--- src/hdl/dcsu_pkg.sv ---
`timescale 1ns / 1ps
// ----------------------------------------------------------------------------
// dcsu_pkg
// Shared codes, types and word tables for the double-cell stack unit.
// ----------------------------------------------------------------------------
package dcsu_pkg;

  localparam int StackDepthDef = 256;
  localparam int CellBitsDef   = 64;
  localparam int ActW          = 5;
  localparam int CountW        = 9;
  localparam int SlotW         = 3;

  localparam logic [ActW-1:0] ACT_PUSH    = 5'd0;
  localparam logic [ActW-1:0] ACT_POP     = 5'd1;
  localparam logic [ActW-1:0] ACT_STOD    = 5'd2;
  localparam logic [ActW-1:0] ACT_DPLUS   = 5'd3;
  localparam logic [ActW-1:0] ACT_DMINUS  = 5'd4;
  localparam logic [ActW-1:0] ACT_DNEG    = 5'd5;
  localparam logic [ActW-1:0] ACT_DABS    = 5'd6;
  localparam logic [ActW-1:0] ACT_DMAX    = 5'd7;
  localparam logic [ActW-1:0] ACT_DMIN    = 5'd8;
  localparam logic [ActW-1:0] ACT_DLT     = 5'd9;
  localparam logic [ActW-1:0] ACT_DEQ     = 5'd10;
  localparam logic [ActW-1:0] ACT_2DROP   = 5'd11;
  localparam logic [ActW-1:0] ACT_2DUP    = 5'd12;
  localparam logic [ActW-1:0] ACT_2SWAP   = 5'd13;
  localparam logic [ActW-1:0] ACT_2OVER   = 5'd14;
  localparam logic [ActW-1:0] ACT_2ROT    = 5'd15;
  localparam logic [ActW-1:0] ACT_2TOR    = 5'd16;
  localparam logic [ActW-1:0] ACT_2RFROM  = 5'd17;
  localparam logic [ActW-1:0] ACT_2RFETCH = 5'd18;
  localparam logic [ActW-1:0] ACT_D0EQ    = 5'd19;
  localparam logic [ActW-1:0] ACT_D0LT    = 5'd20;
  localparam logic [ActW-1:0] ACT_D2MUL   = 5'd21;
  localparam logic [ActW-1:0] ACT_D2DIV   = 5'd22;

  typedef struct packed {
    logic take;
    logic check;
    logic load;
    logic exec;
    logic store;
    logic top;
    logic finish;
  } dcsu_cmd_t;

  typedef struct packed {
    logic skip;
    logic load_done;
    logic store_done;
    logic out_free;
  } dcsu_sts_t;

  // data cells consumed by a word
  function automatic logic [SlotW-1:0] need_of(input logic [ActW-1:0] act);
    logic [SlotW-1:0] n;
    case (act)
      ACT_PUSH, ACT_2RFROM, ACT_2RFETCH: n = 3'd0;
      ACT_POP, ACT_STOD: n = 3'd1;
      ACT_DPLUS, ACT_DMINUS, ACT_DMAX, ACT_DMIN, ACT_DLT, ACT_DEQ,
      ACT_2SWAP, ACT_2OVER: n = 3'd4;
      ACT_2ROT: n = 3'd6;
      default: n = 3'd2;
    endcase
    return n;
  endfunction

  // data cells produced by a word
  function automatic logic [SlotW-1:0] prod_of(input logic [ActW-1:0] act);
    logic [SlotW-1:0] n;
    case (act)
      ACT_PUSH, ACT_DLT, ACT_DEQ, ACT_D0EQ, ACT_D0LT: n = 3'd1;
      ACT_POP, ACT_2DROP, ACT_2TOR: n = 3'd0;
      ACT_2DUP, ACT_2SWAP: n = 3'd4;
      ACT_2OVER, ACT_2ROT: n = 3'd6;
      default: n = 3'd2;
    endcase
    return n;
  endfunction

endpackage

--- src/hdl/dcsu_ctrl.sv ---
`timescale 1ns / 1ps
// ----------------------------------------------------------------------------
// dcsu_ctrl
// Sequencer: steps one word through check, load, execute, store and report.
// ----------------------------------------------------------------------------
module dcsu_ctrl (
  input  logic              clk_i,
  input  logic              rst_ni,
  input  logic              in_valid_i,
  output logic              in_ready_o,
  output dcsu_pkg::dcsu_cmd_t cmd_o,
  input  dcsu_pkg::dcsu_sts_t sts_i
);

  localparam logic [2:0] S_IDLE  = 3'd0;
  localparam logic [2:0] S_CHECK = 3'd1;
  localparam logic [2:0] S_LOAD  = 3'd2;
  localparam logic [2:0] S_EXEC  = 3'd3;
  localparam logic [2:0] S_STORE = 3'd4;
  localparam logic [2:0] S_TOP   = 3'd5;
  localparam logic [2:0] S_DONE  = 3'd6;

  logic [2:0] state_q, state_d;

  assign in_ready_o = (state_q == S_IDLE);

  always_comb begin
    state_d = state_q;
    cmd_o   = '0;
    case (state_q)
      S_IDLE: begin
        if (in_valid_i) begin
          cmd_o.take = 1'b1;
          state_d    = S_CHECK;
        end
      end
      S_CHECK: begin
        cmd_o.check = 1'b1;
        state_d     = sts_i.skip ? S_TOP : S_LOAD;
      end
      S_LOAD: begin
        cmd_o.load = 1'b1;
        if (sts_i.load_done) state_d = S_EXEC;
      end
      S_EXEC: begin
        cmd_o.exec = 1'b1;
        state_d    = S_STORE;
      end
      S_STORE: begin
        cmd_o.store = 1'b1;
        if (sts_i.store_done) state_d = S_TOP;
      end
      S_TOP: begin
        cmd_o.top = 1'b1;
        state_d   = S_DONE;
      end
      S_DONE: begin
        // hold until the output slot frees up
        if (sts_i.out_free) begin
          cmd_o.finish = 1'b1;
          state_d      = S_IDLE;
        end
      end
      default: state_d = S_IDLE;
    endcase
  end

  always_ff @(posedge clk_i or negedge rst_ni) begin
    if (!rst_ni) begin
      state_q <= S_IDLE;
    end else begin
      state_q <= state_d;
    end
  end

endmodule

--- config.mk ---
export PLATFORM = sky130hd
export DESIGN_NAME = dcsu_ctrl
export DESIGN_NICKNAME = d
export VERILOG_FILES = /design/src/hdl/dcsu_pkg.sv /design/src/hdl/dcsu_ctrl.sv
export SDC_FILE = /design/constraint.sdc
export NUM_CORES = 1
export LEC_CHECK = 0
export CAP_MARGIN = 25
export CELL_PAD_IN_SITES_DETAIL_PLACEMENT = 1
export CELL_PAD_IN_SITES_GLOBAL_PLACEMENT = 2
export CORE_AREA = 2 2 39 41
export DETAILED_ROUTE_END_ITERATION = 10
export DIE_AREA = 0 0 41 43
export DONT_BUFFER_PORTS = 1
export PLACE_DENSITY = 0.53
export SLEW_MARGIN = 20
export SYNTH_ARGS = -nofsm -noshare
export SYNTH_HDL_FRONTEND = slang
export SYNTH_SLANG_ARGS = --single-unit
export TNS_END_PERCENT = 50
--- constraint.sdc ---
create_clock -name clk_i -period 3.1 [get_ports clk_i]
set_clock_uncertainty 0.05 [all_clocks]
set_input_delay 0.62 -clock clk_i [delete_from_list [all_inputs] [get_ports clk_i]]
set_output_delay 0.62 -clock clk_i [all_outputs]
set_load 0.03 [all_outputs]
* After elaboration in Yosys (flattened, before gate mapping)
Cells that the tools add are included.
** Word-level totals
- Register bits after elaboration :: 3
- Output and inout bits :: 8
- Logic and storage cells :: 28
- Bits of input ports :: 7
** Cells by class
- Multiplexer cells :: 15
- Reductions and logical operators :: 2
- Equal/unequal tests :: 10
** Operators by type and width (number)
- case mux 3 bit (7 select lines) :: 1
- two-way mux 3 bit :: 5
- equality test 3 bit (second input constant) :: 3
- two-way mux 1 bit :: 9
- != test 2 bit (second input constant) :: 4
- equality test 3 x 2 -> 1 bit (second input constant) :: 2
- AND reduction 4 bit :: 1
- equality test 3 x 1 -> 1 bit (second input constant) :: 1
- zero test 3 bit :: 1

* Logic depth before layout (Yosys ltp)
- Depth after elaboration :: 3
- Mapped depth :: 4
- Depth with buffers taken out :: 3

* Worst setup path after synthesis
Ideal clock, no wire load.
- Kind :: register -> output
- From :: register state_q[2]
- To :: output cmd_o[6] (netlist name)
- Required time :: 2.430 ns
- Data arrival time :: 1.665 ns
- Path slack :: 0.765 ns
- Stages on the path, launching flop included :: 4
- Cells stage by stage :: dfrtp_1 > buf_4 > nor3_1 > and2_1
** RTL lines
- from (decl) :: RTL line dcsu_ctrl.sv:23 : logic [2:0] state_q, state_d;
- from (signal assigned) :: RTL line dcsu_ctrl.sv:72 : state_q <= state_d;
- to (decl) :: RTL line dcsu_ctrl.sv:11 : output dcsu_pkg::dcsu_cmd_t cmd_o,

==> impl_metrics.yaml <==
logic_synthesis:
  postSynthCellCount: 33
  seq_area_frac_synth: 0.297
  synthArstFlopShare: 1.00
  synth_common_cells: "dfrtp_1 (3), nand2_1 (3), nor2_1 (3), nor3_1 (3), nor3b_1 (3)"
  postSynthRegisterBits: 3
  avgSynthCellArea_um2: 7.66
  syn_nets: 40
  synth_top_area_share: 0.297
  synth_edf_count: 0
  syn_area_um2: 253
  synth_area_leaders: "dfrtp_1 (30%), nor3b_1 (8.9%), and3b_1 (6.9%)"
  ys.flop_type: "dfrtp_1"
  yosysTopAreaCell: "dfrtp_1"
  ys_types: 19
  synth_warnings: 0
critical_path:
  worst_setup_path_start_kind: "flop"
  rr_worst_depth: 3
  rrSetupSlack_ns: 1.78
  path_cells: "nor3_1 -> buf_4 -> and2_1"
  crit_type: "reg2out"
  crit_required_ns: 2.43
  r2r-start: "state_q[1]"
  crit_buf_inv: 1
  rr_endpoint: "state_q[0]"
  crit_cells: 3
  cp.arrival_ns: 1.50
  path_delay_family: "simple AND/OR/NAND/NOR gates"
  cpMaxStageDelayCell: "dfrtp_1"
  crit_fanout: 15
  endpoint_kind: "output port"
  slowest_delay_ns: 0.52
power:
  power-per-cell-area_mw_per_mm2: 1320
  leakage_uw: 0.000136
  total_power_uw: 411
  ir_worst_vdd_mv: 0.274
timing:
  drv_slew: 0
  max_freq_ghz: 0.462
  layout_min_cycle_time_ns: 2.17
  setup_viol: 0
  final_hold_viol_count: 0
  tightest_slew_ns: 0.414
  setup_tns_ns: 0
  slew_headroom: 0.724
  rsz0062_at_grt: "false"
  period_share: 0.699
cts:
  cts_hold_buf: 0
  clk_pin_slew_ns: 0.04
  cts.path.max_buffers: 2
  cts_made_buffers: 3
  cts_sinks: 3
  ctsHtreeMaxLevel: 1
  clk_latency_ns: 0.24
  cts_setup_buffers: 0
  post_cts_resized: 0
  clock-root-buffer: "clkbuf_4"
  cts_tree: "done"
grt:
  gr-total-overflow: 0
  antenna_found_initial: 0
  use_met1: 0.123
  busiest_layer: "met1"
  grt_pass1_wl_um: 1160
  grt_max_degree: 16
  grtUsageTotal: 0.107
  grt_util_met3: 0.0576
  grt_pass1_vias: 271
  grt_util_met2: 0.122
finish:
  regMostFlops: "state_q"
  diodes: 0
  final_nets: 46
  drive_gt1_frac: 0.184
  finalNonFillerCells: 54
  largest_reg_flops: 3
  area_growth_syn_to_layout_pct: 23.3
  biggestRegsByFlops: "state_q x3"
  design_area_um2: 312
  utilization: 0.225
die:
  dieArea_mm2: 0.00176
  die_h_um: 43
  num_rows: 14
  ios: 15
  start_util: 0.183
  die_w_um: 41
  core-area_mm2: 0.00138
detailed_routing:
  routed_wl_um: 720
  dr.pass1.iters: 2
  vias: 253
  ant_nets: 0
  wl_per_cell_um: 13.3
  drc: 0
  via_per_inst: 4.69
  drt-initial-drc-count: 4
placed_design:
  io_buffers: 0
  place.gp.congestion: 0.665
  dp_cells: 50
  post_dp_cell_area_um2: 285
outcome:
  outcome: "complete, no violations"
flow_run:
  cap_violations: 0
worst_hold_path:
  worstHoldPathType: "in2async"
-- metrics by stage --
step,worst slack [ns],hold slack [ns]
2_1_floorplan,0.765,0.274
3_3_place_gp,1.18,0.274
3_5_place_dp,1.17,0.275
4_1_cts,0.918,0.0165
5_1_grt,0.846,0.0150
6_report,0.934,0.0248
-- power breakdown --
group	switching, µW	leakage (µW)	internal [µW]
sequential	69.4	0.0000361	58.9
clock	22.7	0.0000150	48.4
combinational	124	0.0000851	87.9
total	216	0.000136	195
-- worst max path at each step --
| stage | slack (ns) | endpoint | from |
|---|---|---|---|
| 5_1_grt | 0.85 | cmd_o[6] | state_q[1] |
| 3_3_place_gp | 1.18 | cmd_o[6] | state_q[0] |
| 4_1_cts | 0.92 | cmd_o[6] | state_q[1] |
| 3_5_place_dp | 1.17 | cmd_o[6] | state_q[1] |
| 2_1_floorplan | 0.77 | cmd_o[6] | state_q[2] |
| 6_report | 0.93 | cmd_o[6] | state_q[1] |
-- layer usage --
layer / part of all wire / routed length [µm]
met5: 0 / 0
met3: 0.11 / 79
met4: 0.046 / 33
met1: 0.45 / 322
met2: 0.40 / 285
-- cell families (layout without fill, tap and decap cells) --
kind of cell / count (synthesis) / after routing / share of synthesized area
buf+inv: 4 / 9 / 0.0842
simple gates: 20 / 20 / 0.450
compound gates: 6 / 6 / 0.168
flops: 3 / 3 / 0.297
-- cell type report --
class | instances | area, µm²
inverters | 1 | 3.75
well taps | 16 | 20.0
repair buffers | 4 | 30.0
fillers | 171 | 1070
multi-input cells | 26 | 156
flip-flops and latches | 3 | 75.1
clock buffers | 4 | 26.3
-- layout by cell type, fill, tap and decap left out --
cell type	Yosys	routed
nor2_1	3	3
nor3_1	3	3
nand2b_1	1	1
inv_1	1	1
clkbuf_4	0	3
o31ai_1	1	1
a31oi_1	1	1
and3b_1	2	2
nor2b_1	2	2
o22a_1	1	1
and2_1	2	2
a21oi_1	1	1
nand3_1	1	1
clkbuf_1	0	1
buf_4	1	4
nand2_1	3	3
dfrtp_1	3	3
o22ai_1	1	1
a22o_1	1	1
nor3b_1	3	3
Power figures use the tool's default switching activity.
